===== src/sv/lpft_pkg.sv =====
`timescale 1ns / 1ps
// ----------------------------------------------------------------------------
// lpft_pkg
// Shared sizes and types for the LRU page-frame tracker.
// ----------------------------------------------------------------------------
package lpft_pkg;

    localparam int FRAMES    = 8;                      // built frame count
    localparam int PAGE_BITS = 16;                     // page bits compared and stored
    localparam int PAGE_W    = 16;                     // page port width
    localparam int RANK_W    = (FRAMES > 1) ? $clog2(FRAMES) : 1;
    localparam int CNT_W     = 4;                      // occupancy / budget width
    localparam int CFG_W     = 4;
    localparam int TOTAL_W   = 32;

    localparam logic [CFG_W-1:0] FRAMES_IN_USE_RESET = CFG_W'(8);

    typedef struct packed {
        logic              hit;
        logic              evicted_valid;
        logic [PAGE_W-1:0] evicted_page;
        logic [CNT_W-1:0]  occupancy;
    } lookup_t;

endpackage


===== src/sv/lru_page_frame_tracker.sv =====
`timescale 1ns / 1ps
// ----------------------------------------------------------------------------
// lru_page_frame_tracker
// Fully associative LRU page-frame tracker with saturating hit/miss totals.
// ----------------------------------------------------------------------------
// One page reference is taken per clock unless a stalled consumer holds the
// result register. A reference sits in the input register, where it is
// compared against all frames at once, the frame ranks are updated and the
// result register is loaded; the result beat is valid once the reference has
// passed the input register and then the result register. The tag compare and
// rank update over the frame store are combinational.
// frames_in_use may be written only while the block is idle; 0 acts as 1 and
// values above the built frame count act as that count.
module lru_page_frame_tracker
    import lpft_pkg::*;
(
    input  logic                clk,
    input  logic                rst_n,
    input  logic                frames_in_use_we,
    input  logic [CFG_W-1:0]    frames_in_use,
    input  logic                in_valid,
    output logic                in_ready,
    input  logic [PAGE_W-1:0]   page_number,
    input  logic                final_reference,
    output logic                out_valid,
    input  logic                out_ready,
    output logic                hit,
    output logic                evicted_valid,
    output logic [PAGE_W-1:0]   evicted_page,
    output logic [CNT_W-1:0]    occupancy,
    output logic [TOTAL_W-1:0]  hits_total,
    output logic [TOTAL_W-1:0]  misses_total,
    output logic                totals_final
);

    logic [CFG_W-1:0]     frames_in_use_reg;
    logic                 stage_valid_reg;
    logic [PAGE_BITS-1:0] stage_page_reg;
    logic                 stage_final_reg;
    logic                 fire;
    logic [CNT_W-1:0]     budget;
    lookup_t              lookup;

    logic [TOTAL_W-1:0]   hits_reg;
    logic [TOTAL_W-1:0]   hits_next;
    logic [TOTAL_W-1:0]   misses_reg;
    logic [TOTAL_W-1:0]   misses_next;
    logic                 out_valid_reg;
    lookup_t              out_lookup_reg;
    logic                 out_final_reg;

    assign fire     = stage_valid_reg && (!out_valid_reg || out_ready);
    assign in_ready = !stage_valid_reg || fire;

    always_comb
    begin
        if (frames_in_use_reg == '0)
            budget = CNT_W'(1);
        else if (CNT_W'(frames_in_use_reg) > CNT_W'(FRAMES))
            budget = CNT_W'(FRAMES);
        else
            budget = CNT_W'(frames_in_use_reg);
    end

    always_ff @(posedge clk or negedge rst_n)
    begin
        if (!rst_n)
            frames_in_use_reg <= FRAMES_IN_USE_RESET;
        else if (frames_in_use_we)
            frames_in_use_reg <= frames_in_use;
    end

    // input register
    always_ff @(posedge clk or negedge rst_n)
    begin
        if (!rst_n)
            stage_valid_reg <= 1'b0;
        else if (in_ready)
            stage_valid_reg <= in_valid;
    end

    always_ff @(posedge clk)
    begin
        if (in_valid && in_ready)
        begin
            stage_page_reg  <= page_number[PAGE_BITS-1:0];
            stage_final_reg <= final_reference;
        end
    end

    lpft_frames u_frames (
        .clk      (clk),
        .rst_n    (rst_n),
        .update   (fire),
        .page_key (stage_page_reg),
        .budget   (budget),
        .result   (lookup)
    );

    assign hits_next   = (lookup.hit && hits_reg != '1) ? hits_reg + TOTAL_W'(1) : hits_reg;
    assign misses_next = (!lookup.hit && misses_reg != '1) ?
                         misses_reg + TOTAL_W'(1) : misses_reg;

    // totals only move with a result beat, so they double as its fields
    always_ff @(posedge clk or negedge rst_n)
    begin
        if (!rst_n)
        begin
            hits_reg      <= '0;
            misses_reg    <= '0;
            out_valid_reg <= 1'b0;
        end
        else
        begin
            if (fire)
            begin
                hits_reg   <= hits_next;
                misses_reg <= misses_next;
            end
            if (fire)
                out_valid_reg <= 1'b1;
            else if (out_ready)
                out_valid_reg <= 1'b0;
        end
    end

    // result register
    always_ff @(posedge clk)
    begin
        if (fire)
        begin
            out_lookup_reg <= lookup;
            out_final_reg  <= stage_final_reg;
        end
    end

    assign out_valid     = out_valid_reg;
    assign hit           = out_lookup_reg.hit;
    assign evicted_valid = out_lookup_reg.evicted_valid;
    assign evicted_page  = out_lookup_reg.evicted_page;
    assign occupancy     = out_lookup_reg.occupancy;
    assign hits_total    = hits_reg;
    assign misses_total  = misses_reg;
    assign totals_final  = out_final_reg;

`ifndef ASSERT_OFF
    a_occ_bound: assert property (@(posedge clk) disable iff (!rst_n)
        out_valid |-> (occupancy <= CNT_W'(FRAMES) && occupancy != '0))
        else $error("occupancy out of range");

    a_evict_on_miss: assert property (@(posedge clk) disable iff (!rst_n)
        out_valid && evicted_valid |-> !hit)
        else $error("eviction reported on a hit");

    a_evict_zero: assert property (@(posedge clk) disable iff (!rst_n)
        out_valid && !evicted_valid |-> evicted_page == '0)
        else $error("evicted page not zero");

    a_totals_move: assert property (@(posedge clk) disable iff (!rst_n)
        fire |=> (hits_reg != $past(hits_reg) || misses_reg != $past(misses_reg)
                  || $past(hits_reg) == '1 || $past(misses_reg) == '1))
        else $error("totals did not advance");
`endif

endmodule


===== src/sv/lpft_frames.sv =====
`timescale 1ns / 1ps
// ----------------------------------------------------------------------------
// lpft_frames
// Frame store with parallel tag compare, recency ranks and LRU victim pick.
// ----------------------------------------------------------------------------
module lpft_frames
    import lpft_pkg::*;
(
    input  logic                 clk,
    input  logic                 rst_n,
    input  logic                 update,
    input  logic [PAGE_BITS-1:0] page_key,
    input  logic [CNT_W-1:0]     budget,
    output lookup_t              result
);

    logic [PAGE_BITS-1:0] pages_reg [FRAMES];
    logic [FRAMES-1:0]    valid_reg;
    logic [FRAMES-1:0]    valid_next;
    logic [RANK_W-1:0]    rank_reg  [FRAMES];
    logic [RANK_W-1:0]    rank_next [FRAMES];
    logic [CNT_W-1:0]     count_reg;
    logic [CNT_W-1:0]     count_next;

    logic [FRAMES-1:0]    found;
    logic [FRAMES-1:0]    victim;
    logic [FRAMES-1:0]    free_sel;
    logic [FRAMES-1:0]    sel;
    logic                 hit;
    logic                 full;
    logic                 fill;
    logic [RANK_W-1:0]    lru_rank;
    logic [RANK_W-1:0]    found_rank;
    logic [CNT_W-1:0]     limit;
    logic [PAGE_BITS-1:0] victim_page;

    assign full     = (count_reg >= budget);
    // ranks of valid frames are 0..count-1, so the LRU frame holds count-1
    assign lru_rank = RANK_W'(count_reg - CNT_W'(1));

    always_comb
    begin
        logic seen_hit;
        logic seen_free;
        seen_hit    = 1'b0;
        seen_free   = 1'b0;
        found       = '0;
        free_sel    = '0;
        victim      = '0;
        found_rank  = '0;
        victim_page = '0;
        for (int i = 0; i < FRAMES; i++)
        begin
            if (valid_reg[i] && pages_reg[i] == page_key && !seen_hit)
            begin
                found[i] = 1'b1;
                seen_hit = 1'b1;
            end
            if (!valid_reg[i] && !seen_free)
            begin
                free_sel[i] = 1'b1;
                seen_free   = 1'b1;
            end
            victim[i] = valid_reg[i] && (rank_reg[i] == lru_rank);
        end
        for (int i = 0; i < FRAMES; i++)
        begin
            if (found[i])
                found_rank = found_rank | rank_reg[i];
            if (victim[i])
                victim_page = victim_page | pages_reg[i];
        end
    end

    assign hit  = |found;
    assign fill = !hit && !full;

    always_comb
    begin
        if (hit)
        begin
            sel   = found;
            limit = CNT_W'(found_rank);
        end
        else if (full)
        begin
            sel   = victim;
            limit = CNT_W'(lru_rank);
        end
        else
        begin
            sel   = free_sel;
            limit = CNT_W'(FRAMES);   // every resident frame ages
        end
    end

    always_comb
    begin
        valid_next = valid_reg;
        for (int i = 0; i < FRAMES; i++)
        begin
            rank_next[i] = rank_reg[i];
            if (sel[i])
            begin
                rank_next[i]  = '0;
                valid_next[i] = 1'b1;
            end
            else if (valid_reg[i] && CNT_W'(rank_reg[i]) < limit)
            begin
                rank_next[i] = rank_reg[i] + RANK_W'(1);
            end
        end
        count_next = fill ? count_reg + CNT_W'(1) : count_reg;
    end

    always_ff @(posedge clk or negedge rst_n)
    begin
        if (!rst_n)
        begin
            valid_reg <= '0;
            count_reg <= '0;
            for (int i = 0; i < FRAMES; i++)
                rank_reg[i] <= '0;
        end
        else if (update)
        begin
            valid_reg <= valid_next;
            count_reg <= count_next;
            for (int i = 0; i < FRAMES; i++)
                rank_reg[i] <= rank_next[i];
        end
    end

    always_ff @(posedge clk)
    begin
        if (update && !hit)
        begin
            for (int i = 0; i < FRAMES; i++)
                if (sel[i])
                    pages_reg[i] <= page_key;
        end
    end

    always_comb
    begin
        result.hit           = hit;
        result.evicted_valid = !hit && full;
        result.evicted_page  = (!hit && full) ? PAGE_W'(victim_page) : '0;
        result.occupancy     = count_next;
    end

endmodule

===== config.mk =====
export PLATFORM = sky130hd
export DESIGN_NAME = lru_page_frame_tracker
export DESIGN_NICKNAME = d
export VERILOG_FILES = /design/src/sv/lpft_pkg.sv /design/src/sv/lru_page_frame_tracker.sv /design/src/sv/lpft_frames.sv
export SDC_FILE = /design/constraint.sdc
export NUM_CORES = 1
export LEC_CHECK = 0
export BUFFER_PORTS_ARGS = -buffer_cell sky130_fd_sc_hd__buf_2
export CORE_ASPECT_RATIO = 1.4
export CORE_MARGIN = 8
export CORE_UTILIZATION = 50
export CTS_CLUSTER_DIAMETER = 150
export DETAILED_ROUTE_END_ITERATION = 8
export PLACE_DENSITY = 0.66
export SLEW_MARGIN = 30
export SYNTH_ARGS = -nofsm -noshare
export SYNTH_HDL_FRONTEND = slang
export SYNTH_SLANG_ARGS = --single-unit

===== constraint.sdc =====
create_clock -name clk -period 5.54 [get_ports clk]
set_input_delay 0.831 -clock clk [delete_from_list [all_inputs] [get_ports clk]]
set_output_delay 0.831 -clock clk [all_outputs]
set_load 0.03 [all_outputs]

# --- After elaboration in Yosys (flattened, before gate mapping) ---
# Memory sizes are Yosys's and may differ from the RTL's.
# Index checks and enable logic that the tools add are counted.
word_totals:
  regBits: 146
  ram_bits: 128
  inputBits: 26
  output_inout_bits: 89
  wordCells: 277
  n_memories: 1
mem_list:
  columns: ["memory", "words", "word_bits", "rd", "rd_ports_with_merged_regs", "wr", "line_no", "source"]
  rows:
  - ["u_frames.pages_reg", 8, 16, 8, 0, 8, "lpft_frames.sv:17", "logic [PAGE_BITS-1:0] pages_reg [FRAMES];"]
classes:
  n_addsub: 12
  n_lt_le_gt_ge: 10
  n_eq_ne: 18
  mux: 93
  n_bitwise: 14
  reduce_logical: 100
op_table:
  columns: ["cell", "count"]
  rows:
  - ["$eq 16x16->1", 8]
  - ["$mux 16", 8]
  - ["$or 16x16->16", 7]
  - ["$mux 3", 24]
  - ["$add 32x1->32 const B", 2]
  - ["$ne 32x32->1 const B", 2]
  - ["$mux 1", 54]
  - ["$logic_and 1x1->1", 45]
  - ["$reduce_and 2->1", 18]
  - ["$lt 3x4->1", 8]
  - ["$add 3x1->3 const B", 8]
  - ["$eq 3x3->1", 8]
  - ["$logic_not 1->1", 24]
  - ["$or 3x3->3", 7]
  - ["$mux 4", 5]
  - ["$reduce_bool 2->1", 9]
  - ["$mux 8", 2]
  - ["$reduce_or 8->1", 1]
  - ["$add 4x1->4 const B", 1]
  - ["$ge 4x4->1", 1]
  - ["$gt 4x4->1 const B", 1]
  - ["$logic_not 4->1", 1]
  - ["$sub 3x1->3 const B", 1]
  - ["$logic_or 1x1->1", 2]

# --- Longest topological paths before layout ---
# Gate-level depths: netlist of the first run.
logic_depth:
  ltp_word: 30
  depth_mapped: 18
  depth_no_buf: 16

# --- Hierarchy ---
# A second synthesis of the first run with hierarchy kept.
hier_totals:
  hier_cells: 1241
  hier_area_um2: 14432.6
by_module_without_submodules:
  columns: ["mod", "n_inst", "cells_per_inst", "area_per_inst_um2", "seq_area_each_um2"]
  rows:
  - ["lpft_frames", 1, 893, 9920.8, 4744.6]
  - ["lru_page_frame_tracker", 1, 348, 4511.8, 2954.1]

# --- Worst setup path before layout of the first run ---
# Ideal clock, no wire load.
synth_timing:
  path_type: "register to register"
  from: "reg stage_page_reg[8]"
  to: "reg u_frames.rank_reg[16] (netlist name)"
  setup_ps: 82
  arrival_ps: 4387
  required_ps: 5458
  slack_ps: 1071
  stages_incl_launch_ff: 18
  path_buffers: 2
  period_less_slack_ps: 4469
  cell_sequence: "edfxtp_1 > buf_6 > xnor2_2 > nand4_1 > or4b_1 > or4_1 > buf_2 > nand4_4 > nor2_1 > a22oi_1 > o2111ai_1 > a211oi_1 > ha_1 > and2_1 > o21ai_0 > o21ai_1 > or3b_1 > o22ai_1"
synth_via:
  elab_chain_cells: 30
  elab_cells_between_ends: 67
  classes_between: "1 x order compare; 8 x eq/ne; 25 x mux; 7 x bitwise; 26 x reduce/logical"
synth_rtl:
  columns: ["element", "line_no", "source"]
  rows:
  - ["start: declaration", "lru_page_frame_tracker.sv:38", "logic [PAGE_BITS-1:0] stage_page_reg;"]
  - ["start signal: assignment", "lru_page_frame_tracker.sv:86", "stage_page_reg <= page_number[PAGE_BITS-1:0];"]
  - ["$eq 16x16->1", "lpft_frames.sv:54", "if (valid_reg[i] && pages_reg[i] == page_key && !seen_hit)"]
  - ["$logic_and 1x1->1", "lpft_frames.sv:54", null]
  - ["$mux 1", "lpft_frames.sv:54", null]
  - ["$logic_not 1->1", "lpft_frames.sv:54", null]
  - ["$logic_and 1x1->1", "lpft_frames.sv:54", null]
  - ["$mux 1", "lpft_frames.sv:54", null]
  - ["$logic_not 1->1", "lpft_frames.sv:54", null]
  - ["$logic_and 1x1->1", "lpft_frames.sv:54", null]
  - ["(+14 left out)", null, null]
  - ["$logic_and 1x1->1", "lpft_frames.sv:54", null]
  - ["$mux 1", "lpft_frames.sv:54", null]
  - ["$reduce_or 8->1 / $mux 3 (equally long branches)", "lpft_frames.sv:75, lpft_frames.sv:68", null]
  - ["$mux 4", "lpft_frames.sv:80", "if (hit)"]
  - ["$lt 3x4->1", "lpft_frames.sv:108", "else if (valid_reg[i] && CNT_W'(rank_reg[i]) < limit)"]
  - ["$logic_and 1x1->1", "lpft_frames.sv:108", null]
  - ["$reduce_bool 2->1 (no source line)", null, null]
  - ["$reduce_and 2->1 (no source line)", null, null]
  - ["end signal: indexed assignment", "lpft_frames.sv:130", "rank_reg[i] <= rank_next[i];"]
  - ["end: declaration", "lpft_frames.sv:20", "logic [RANK_W-1:0] rank_reg [FRAMES];"]
# Several ways; a longest one is shown, not always the timed one.
# A chain may end at the register's enable or synchronous reset.

# --- Final worst setup path of the first run ---
layout_timing:
  from: "reg stage_page_reg[10]"
  to: "reg u_frames.rank_reg[23] (netlist name)"
# The elaborated chain is that of the path after synthesis.

==> run metrics, run 1 <==
status=finished clean; Syn Area/Cell=11.8 µm²; clock skew=8.54 ps; power density cells=541 nW/µm²; Worst-path clk slew=60 ps; Post-layout nets=1397; via total after detailed routing=10600; Total Power=0.00879 W; critical path capture point type=flip-flop; R2R cell count=15; Critical Path AT=5330 ps; antenna violations before repair=1; die height=216 µm; post-synthesis cell area=14300 µm²; post-synthesis async set-or-reset flop share=38.7%; Avg Vias per Cell=6.08; path category of the worst min-delay check=primary input to asynchronous set/reset pin; I/O pin cnt=115; YS warnings=0; Sw Share=42.4%; Rel. slew slack=37.8%; Sw Pwr=0.00373 W; post_cts resized=0; gp weighted congestion=0.973; setup violators final=0; Final ANT Viol Nets=0; TritonCTS clock tree=yes; fin crit period=4820 ps; register area share after synthesis=53.7%; post-layout util=57.4%; port bufs=114; drt pass-1 iters=5; worst slew pin tran=927 ps; synthesized instance count=1213; crit path max fanout=16; row count=73; Die W=159 µm; Initial Utilization=50.6%; drt drc=0; clock power share=20.9%; gr usage total=24.1%; core area=28300 µm²; Largest register FFs=128; die area=34400 µm²; fillcell total=2413; area leader, netlist=edfxtp_1; peak supply drop=0.349 mV; Worst Path Required=6050 ps; first-pass GRT wire length=64200 µm; CP Class=flip-flop to flip-flop; RSZ-0062 raised after global routing=no; CTS Root Cell=clkbuf_16; sequential power share=36.1%; Fmax=207 MHz; Yosys top cell area share=35.2%; CP Launch Type=flip-flop; Sink Count=274; syn nets=1271; GR Overflow Total=0; top cells by area, synth=edfxtp_1, dfrtp_1, xnor2_1; area grow syn2layout=13.3%; period utilization=87.1%; vias in the first global route=10600; Leak Pwr=6.44 nW; Detailed Place HPWL=29600 µm; setup TNS=0 ps; CTS Buf Count=28; CTS hold repair buffers=0; Int Power=0.00506 W; Wirelength per Cell=24.0 µm; # H-tree levels=1; combinational fraction of design power=43.0%; Synth Register Bits=274; Final Hold Fails=0; largest net degree at the start of global routing=57; DR iter-0 viols=774; Main synth FF type=edfxtp_1; Slew Limit Fails=0; share of cells above drive strength 1=16.8%; Post-synth EDFFs=168; Max Buffers Root-to-Sink=3; Max-Cap Viols=0; distinct cell type count after synthesis=88; Total Wirelength=41700 µm; insertion delay to the later sink of the worst-skew pair=570 ps; post-CTS setup buffer count=0
[worst max-delay path: stages (launching register included)]
cell and delay [ps]:
edfxtp_1 780, xnor2_2 210, nand2_1 70, or4b_1 510
or4_1 690, and4b_1 290, a22oi_1 190, nand2_1 80
a221oi_1 220, o21a_1 400, ha_1 320, a21o_1 180
a41oi_1 230, o31ai_1 180, nor4b_1 300, a21o_1 120
[routing by layer]
| metal | track usage [%] | share of wire [%] | vias to the layer above |
|---|---|---|---|
| met4 | 14.0 | 6.2 | 0 |
| met3 | 3.51 | 6.3 | 139 |
| met2 | 41.2 | 49 | 451 |
| met5 | 0 | 0 | - |
| met1 | 28.6 | 38 | 5181 |
| li1 | - | - | 4786 |
[layout by cell type, fill, tap and decap left out, types with 32 or more instances in the layout]
cell type / count
dfrtp_1: 105
buf_2: 113
nand3_1: 58
nor2_1: 57
xnor2_1: 113
xor2_1: 101
nand4_1: 43
a22oi_1: 34
nand2_1: 98
edfxtp_1: 168
ha_1: 32
[power groups by stage]
stage	clock network [W]	registers, W	logic [W]
2_1_floorplan	0	0.00320	0.00234
6_report	0.00184	0.00317	0.00378
5_1_grt	0.00196	0.00322	0.00407
4_1_cts	0.00188	0.00316	0.00376
3_5_place_dp	0	0.00320	0.00374
3_3_place_gp	0	0.00319	0.00366
[per-stage QoR]
| stage | cell area, µm² | hold WS [ps] | worst slack (ps) | instances |
|---|---|---|---|---|
| after detailed placement | 15400 | 421 | 775 | 1684 |
| after global routing | 16200 | 342 | 393 | 1736 |
| after floorplan | 14300 | 400 | 1070 | 1213 |
| final | 16200 | 291 | 716 | 1736 |
| after CTS | 16200 | 299 | 747 | 1735 |
| after global placement | 15300 | 402 | 952 | 1684 |
[cells by family (layout without fill, tap and decap cells)]
group	Yosys count	after routing	synth area share, %
and+or+nand+nor	414	414	16.3
DFF	274	274	53.7
xor gates and xnor gates	221	221	13.9
AOI/OAI and AO/OA	187	187	9.82
buffers and inverters	71	218	2.51
adders and majority gates	32	32	2.79
muxes	14	14	1.02
other	0	1	0
[cell usage after synthesis, drive strengths merged (20+ instances only)]
cell / number
a22oi: 34
a31oi: 21
and3: 20
buf: 21
clkbuf: 25
dfrtp: 105
edfxtp: 168
ha: 32
inv: 25
nand2: 98
nand3: 59
nand4: 44
nor2: 60
nor3: 21
nor4: 23
xnor2: 119
xor2: 102
[final timing paths]
| check | start | slack [ps] | endpoint |
|---|---|---|---|
| min in group clk | page_number[11] | 430 | stage_page_reg[11]$_DFFE_PP_ |
| max | stage_page_reg[10]$_DFFE_PP_ | 720 | u_frames.rank_reg[23]$_DFFE_PN0P_ |
| max reg2reg | stage_page_reg[10]$_DFFE_PP_ | 720 | u_frames.rank_reg[23]$_DFFE_PN0P_ |
| max in group asynchronous | rst_n | 4100 | misses_total[3]$_DFFE_PN0P_ |
| min reg2reg | stage_final_reg$_DFFE_PP_ | 440 | totals_final$_DFFE_PP_ |
| min | rst_n | 290 | hits_total[11]$_DFFE_PN0P_ |
[cell type report]
type,instances,area (µm²),share of cell area (%)
sequential,274,7700,47.4
tap,375,469,2.89
timing repair buffer,142,783,4.82
antenna,1,2.50,0.0154
inverter,25,93.8,0.578
clock inverter,22,188,1.16
clock buffer,29,704,4.34
multi-input combinational,868,6310,38.8
(Power assumes the default switching activity.)
==> run 2, diff against run 1 <==
--- a/config.mk
+++ b/config.mk
@@ -5,9 +5,9 @@
 export SDC_FILE = /design/constraint.sdc
 export NUM_CORES = 1
 export LEC_CHECK = 0
-export BUFFER_PORTS_ARGS = -buffer_cell sky130_fd_sc_hd__buf_2
+export ABC_AREA = 1
+export BUFFER_PORTS_ARGS = -buffer_cell sky130_fd_sc_hd__buf_4
 export CORE_ASPECT_RATIO = 1.4
-export CORE_MARGIN = 8
 export CORE_UTILIZATION = 50
 export CTS_CLUSTER_DIAMETER = 150
 export DETAILED_ROUTE_END_ITERATION = 8
==> run 2 against run 1 <==
The run now ends with DRC left; combinational power grew 9.5%; synthesized cell count grew 59%; global-route usage grew 9.1 points; final cell count grew 44%; highest routed layer unchanged; flip-flop and latch count is the same; clock power grew 6%; routed wire length grew 30%; core utilization grew 0.91 points.
==> run metrics, run 2 <==
syn nets=1990; CP Class=flip-flop to flip-flop; Synth Register Bits=274; first-pass GRT wire length=81700 µm; fillcell total=2890; distinct cell type count after synthesis=58; r2r startpoint=stage_page_reg[0]$_DFFE_PP_; Slew Limit Fails=0; Rel. slew slack=35.7%; Post-synth EDFFs=168; row count=77; CTS Buf Count=29; Final Hold Fails=0; multi-input logic area=7150 µm²; commonest cells in the netlist=nand2_1, inv_1, nor2_1; Fmax=208 MHz; share of cells above drive strength 1=11.9%; CTS hold repair buffers=0; Post-layout nets=2137; area grow syn2layout=14.8%; Max Buffers Root-to-Sink=3; top cells by area, synth=edfxtp_1, dfrtp_1, nand2_1; Main synth FF type=edfxtp_1; post-synthesis async set-or-reset flop share=38.7%; register area=7700 µm²; post-synthesis cell area=16000 µm²; number of antenna diodes=0; setup TNS=0 ps; Leak Pwr=8.49 nW; DR iter-0 viols=1570; gr usage total=33.2%; Yosys top cell area share=31.4%; fraction of synthesized area in multiplexers=0.273%; path category of the worst min-delay check=primary input to asynchronous set/reset pin; worst slew pin tran=961 ps; Die W=153 µm; post-CTS setup buffer count=0; Largest register FFs=128; Avg Vias per Cell=5.85; Sink Count=274; Total Wirelength=54400 µm; post_cts resized=0; most frequent cell after synthesis=nand2_1; Worst R2R Setup Slack=740 ps; Final ANT Viol Nets=0; Critical Path AT=5280 ps; die area=32800 µm²; Worst-path clk slew=60 ps; Post-Synth Simple-Gate Area=28.9%; register area share after synthesis=48.0%; drt drc=1; # H-tree levels=1; Wirelength per Cell=21.8 µm; I/O pin cnt=115; period utilization=86.7%; synthesized instance count=1932; port bufs=114; gp weighted congestion=1.12; status=complete, but fails checks; worst reg2reg path endpoint=u_frames.rank_reg[21]$_DFFE_PN0P_; xor and xnor fraction of the mapped netlist area=5.68%; via total after detailed routing=14600; antenna violations before repair=0; most common cell after layout, fill and taps aside=nand2_1; insertion delay to the later sink of the worst-skew pair=600 ps; Worst Path Required=6020 ps; drt pass-1 iters=8; commonest non-fill, non-tap cells in the layout=nand2_1, inv_1, nor2_1; R2R cell count=27; Compound-Gate Fraction of Synth Area=7.27%; Worst Hold Margin=277 ps; vias in the first global route=14200; Initial Utilization=50.8%; area leader, netlist=edfxtp_1; Max-Cap Viols=0; RSZ-0062 raised after global routing=no; CP Launch Type=flip-flop; CTS Root Cell=clkbuf_16; crit path max fanout=19; Detailed Place HPWL=41700 µm; Synth Area in Adders=2.50%; largest net degree at the start of global routing=57; power density cells=499 nW/µm²; clock skew=33.5 ps; YS warnings=0; setup violators final=0; core area=31600 µm²; GR Overflow Total=0; Syn Area/Cell=8.30 µm²; peak supply drop=0.359 mV; fin crit period=4800 ps; die height=214 µm; failing checks=DRC; critical path capture point type=flip-flop; largest family of logic cells by synthesized area=simple AND/OR/NAND/NOR gates; TritonCTS clock tree=yes
## run 2: power by group
part | total (W) | switching (W) | internal, W | leakage [nW]
combinational | 0.00414 | 0.00287 | 0.00127 | 5.17
sequential | 0.00310 | 0.000390 | 0.00271 | 2.85
clock | 0.00195 | 0.000842 | 0.00111 | 0.461
total | 0.00919 | 0.00410 | 0.00509 | 8.49
## run 2: critical path: stages, from the launching register on
cell and delay (ps):
edfxtp_1 830, inv_2 240, nand2_1 170, nand2_1 70, nor3b_1 230, nand2_1 90
nor4_1 390, nand3b_1 300, nand2_1 170, inv_1 50, nand2_1 120, inv_1 70
nand3_1 120, nor2_1 60, nor4_1 280, o2111ai_1 170, a21oi_1 150, buf_4 210
ha_1 250, nand2_1 70, nand2_1 40, nand2_1 50, nand2_1 40, nand2_1 90
nand2_1 80, nor2_1 170, nand2_1 60, o21ai_0 100
## run 2: kinds of logic after synthesis
kind of cell	Yosys count
and+or+nand+nor	1027
AOI/OAI and AO/OA	184
xor gates and xnor gates	104
muxes	4
adders and majority gates	32
buffers and inverters	307
DFF	274
## run 2: layer usage
layer / vias to the layer above / global-route usage (%) / part of all wire, % / wire, µm
met3: 229 / 5.00 / 7.5 / 4100
li1: 6804 / - / - / -
met1: 6774 / 38.1 / 37 / 20100
met4: 0 / 24.0 / 8.1 / 4390
met2: 806 / 56.3 / 47 / 25800
met5: - / 0 / 0 / 0
## run 2: metrics by stage
stage          cells  cell area, µm²  setup slack, ps  total power, W  util (%)
5_1_grt         2497           18400              387         0.00967      58.3
4_1_cts         2497           18400              861         0.00912      58.3
3_3_place_gp    2443           17500             1060         0.00712      55.3
6_report        2497           18400              740         0.00919      58.3
3_5_place_dp    2443           17500              870         0.00717      55.3
2_1_floorplan   1932           16000             1910         0.00555         -
## run 2: area by class of cell
cell class	instances	share of cell area (%)
Clock buffer	47	4.87
Clock inverter	7	0.245
Inverter	279	5.70
Multi-Input combinational cell	1351	38.8
Sequential cell	274	41.8
Tap cell	395	2.68
Timing Repair Buffer	144	5.87
## run 2: how the worst max path moves through the flow
stage                                startpoint  slack, ps  cells after the start                                  end
floorplan           stage_page_reg[9]$_DFFE_PP_       1910                     19   u_frames.pages_reg[1][0]$_DFFE_PP_
global placement    stage_page_reg[0]$_DFFE_PP_       1060                     17  u_frames.pages_reg[0][52]$_DFFE_PP_
detailed placement  stage_page_reg[0]$_DFFE_PP_        870                     17  u_frames.pages_reg[0][52]$_DFFE_PP_
CTS                 stage_page_reg[0]$_DFFE_PP_        860                     17  u_frames.pages_reg[0][48]$_DFFE_PP_
global route        stage_page_reg[0]$_DFFE_PP_        390                     17  u_frames.pages_reg[0][48]$_DFFE_PP_
finish              stage_page_reg[0]$_DFFE_PP_        740                     27    u_frames.rank_reg[21]$_DFFE_PN0P_
==> run 3, diff against run 2 <==
--- a/config.mk
+++ b/config.mk
@@ -8,6 +8,7 @@
 export ABC_AREA = 1
 export BUFFER_PORTS_ARGS = -buffer_cell sky130_fd_sc_hd__buf_4
 export CORE_ASPECT_RATIO = 1.4
+export CORE_MARGIN = 2
 export CORE_UTILIZATION = 50
 export CTS_CLUSTER_DIAMETER = 150
 export DETAILED_ROUTE_END_ITERATION = 8
@@ -15,4 +16,5 @@
 export SLEW_MARGIN = 30
 export SYNTH_ARGS = -nofsm -noshare
 export SYNTH_HDL_FRONTEND = slang
+export SYNTH_HIERARCHICAL = 1
 export SYNTH_SLANG_ARGS = --single-unit
==> run 3 against run 2 <==
Clock skew fell by 16 ps; first-iteration DRC count decreased by 10%; critical path type unchanged; highest routed layer unchanged; total power increased by 4.0%; fmax up 6.5%; the run now ends clean.
==> run metrics, run 3 <==
via total after detailed routing=15100; synthesized instance count=2064; Worst-path clk slew=70 ps; top cells by area, synth=edfxtp_1, dfrtp_1, nand2_1; Yosys top cell area share=30.6%; post-CTS setup buffer count=0; first-pass GRT wire length=86000 µm; Total Wirelength=57700 µm; Leak Pwr=8.66 nW; register area share after synthesis=46.6%; Critical path destination=u_frames/pages_reg[1][17]$_DFFE_PP_; largest net degree at the start of global routing=62; DP Cell Count=2606; row count=78; drt drc=0; crit path max fanout=19; Wirelength per Cell=21.7 µm; critical path capture point type=flip-flop; Final Hold Fails=0; commonest cells in the netlist=nand2_1, inv_1, nor2_1; Final Non-Filler Cells=2658; CP Class=flip-flop to flip-flop; Largest register FFs=128; drt pass-1 iters=6; worst reg2reg path endpoint=u_frames/pages_reg[1][17]$_DFFE_PP_; number of antenna diodes=0; port bufs=114; Post-layout nets=2255; Fmax=222 MHz; CTS Buf Count=28; Post-synth EDFFs=168; fin crit period=4510 ps; CP startpoint=stage_page_reg[5]$_DFFE_PP_; CTS hold repair buffers=0; core area=32500 µm²; R2R cell count=18; area leader, netlist=edfxtp_1; antenna violations before repair=0; post-synthesis cell area=16500 µm²; dpl ws=1120 ps; syn nets=2122; YS warnings=6; CTS Root Cell=clkbuf_16; share of cells above drive strength 1=12.3%; path category of the worst min-delay check=primary input to asynchronous set/reset pin; area grow syn2layout=14.3%; Main synth FF type=edfxtp_1; DR iter-0 viols=1410; peak supply drop=0.294 mV; fillcell total=3009; Total Power=0.00955 W; Max Buffers Root-to-Sink=3; gr usage total=33.4%; Detailed Place HPWL=43500 µm; Final ANT Viol Nets=0; clock skew=17.8 ps; Initial Utilization=50.8%; multi-input logic area=7580 µm²; worst slew pin tran=969 ps; status=finished clean; insertion delay to the later sink of the worst-skew pair=580 ps; Synth Register Bits=274; TritonCTS clock tree=yes; post-synthesis async set-or-reset flop share=38.7%; Worst R2R Setup Slack=1030 ps; most frequent cell after synthesis=nand2_1; die area=34500 µm²; Rel. slew slack=33.7%; period utilization=81.4%; Slew Limit Fails=0; vias in the first global route=14600; RSZ-0062 raised after global routing=no; Max-Cap Viols=0; setup ws final=1030 ps; Critical Path AT=4740 ps; I/O pin cnt=115; die height=219 µm; most common cell after layout, fill and taps aside=nand2_1; GR Overflow Total=0; gp weighted congestion=1.03; Syn Area/Cell=8.00 µm²; setup TNS=0 ps; commonest non-fill, non-tap cells in the layout=nand2_1, inv_1, nor2_1; Die W=158 µm; post_cts resized=0; CP Launch Type=flip-flop; power density cells=506 nW/µm²; Worst Path Required=5770 ps; register area=7700 µm²; Avg Vias per Cell=5.69; # H-tree levels=1; r2r startpoint=stage_page_reg[5]$_DFFE_PP_; distinct cell type count after synthesis=58; setup violators final=0; Sink Count=274
==> run 3: cell count changes after synthesis, moves of 8 or more <==
cell	delta
inv_2	-8
nor4_1	-15
nand2_2	+10
nand4_1	-22
inv_1	-22
nor2_1	+50
xor2_1	-21
buf_4	+10
o21ai_1	+9
o221ai_1	+10
nand2_1	+186
nand3_1	-27
nor3_1	-45
nand3b_1	+26
==> run 3: kinds of logic (layout without fill, tap and decap cells) <==
family / after synthesis / count (layout) / synth area share [%]
muxes: 2 / 2 / 0.129
DFF: 274 / 274 / 46.6
buffers and inverters: 294 / 448 / 7.55
xor gates and xnor gates: 76 / 76 / 4.03
and+or+nand+nor: 1186 / 1186 / 31.5
adders and majority gates: 32 / 32 / 2.42
AOI/OAI and AO/OA: 200 / 200 / 7.74
==> run 3: worst min-delay path by stage <==
| stage | from | endpoint | slack, ps | cells after the start |
|---|---|---|---|---|
| floorplan | stage_final_reg$_DFFE_PP_ | totals_final$_DFFE_PP_ | 400 | 0 |
| global placement | stage_final_reg$_DFFE_PP_ | totals_final$_DFFE_PP_ | 400 | 0 |
| detailed placement | stage_final_reg$_DFFE_PP_ | totals_final$_DFFE_PP_ | 420 | 0 |
| CTS | rst_n | u_frames/rank_reg[20]$_DFFE_PN0P_ | 400 | 1 |
| global route | rst_n | u_frames/rank_reg[19]$_DFFE_PN0P_ | 190 | 1 |
| finish | rst_n | u_frames/rank_reg[22]$_DFFE_PN0P_ | 170 | 1 |
==> run 3: critical path, stage by stage (launching register included) <==
cell and delay [ps]:
edfxtp_1 860, inv_2 280, nand2_1 250, nand2_1 80, nor2_1 110, nand2_1 100, nor2_1 210, nand3_2 250
nand3_2 160, nor2_4 60, nand3_4 110, nor2_8 60, inv_6 160, nor2_4 110, inv_2 320, o221ai_1 210
or2_1 360, nor2_1 130, buf_4 330
==> run 3: metrics by stage <==
step                cell area, µm²  util (%)  hold slack, ps
finish                       18900      58.1             173
floorplan                    16500         -             400
CTS                          18800      58.0             403
detailed placement           17900      55.0             420
global placement             17900      55.0             403
global route                 18900      58.1             191
==> run 3: power by group <==
part | switching (W) | leakage [nW] | internal, W
clock network | 0.000845 | 0.486 | 0.00119
logic | 0.00304 | 5.23 | 0.00133
registers | 0.000393 | 2.94 | 0.00275
==> run 3: layer usage <==
layer  GRT usage [%]  wire (µm)
met2            58.4      28500
met1            37.8      21100
met5               0          0
met4            22.4       4240
met3            4.50       3850
==> run 3: final cells by class <==
| type | count | area share, % |
|---|---|---|
| Sequential cell | 274 | 40.8 |
| Multi-Input combinational cell | 1496 | 40.2 |
| Timing Repair Buffer | 149 | 5.99 |
| Inverter | 248 | 4.97 |
| Clock buffer | 31 | 3.89 |
| Tap cell | 440 | 2.92 |
| Clock inverter | 20 | 1.25 |
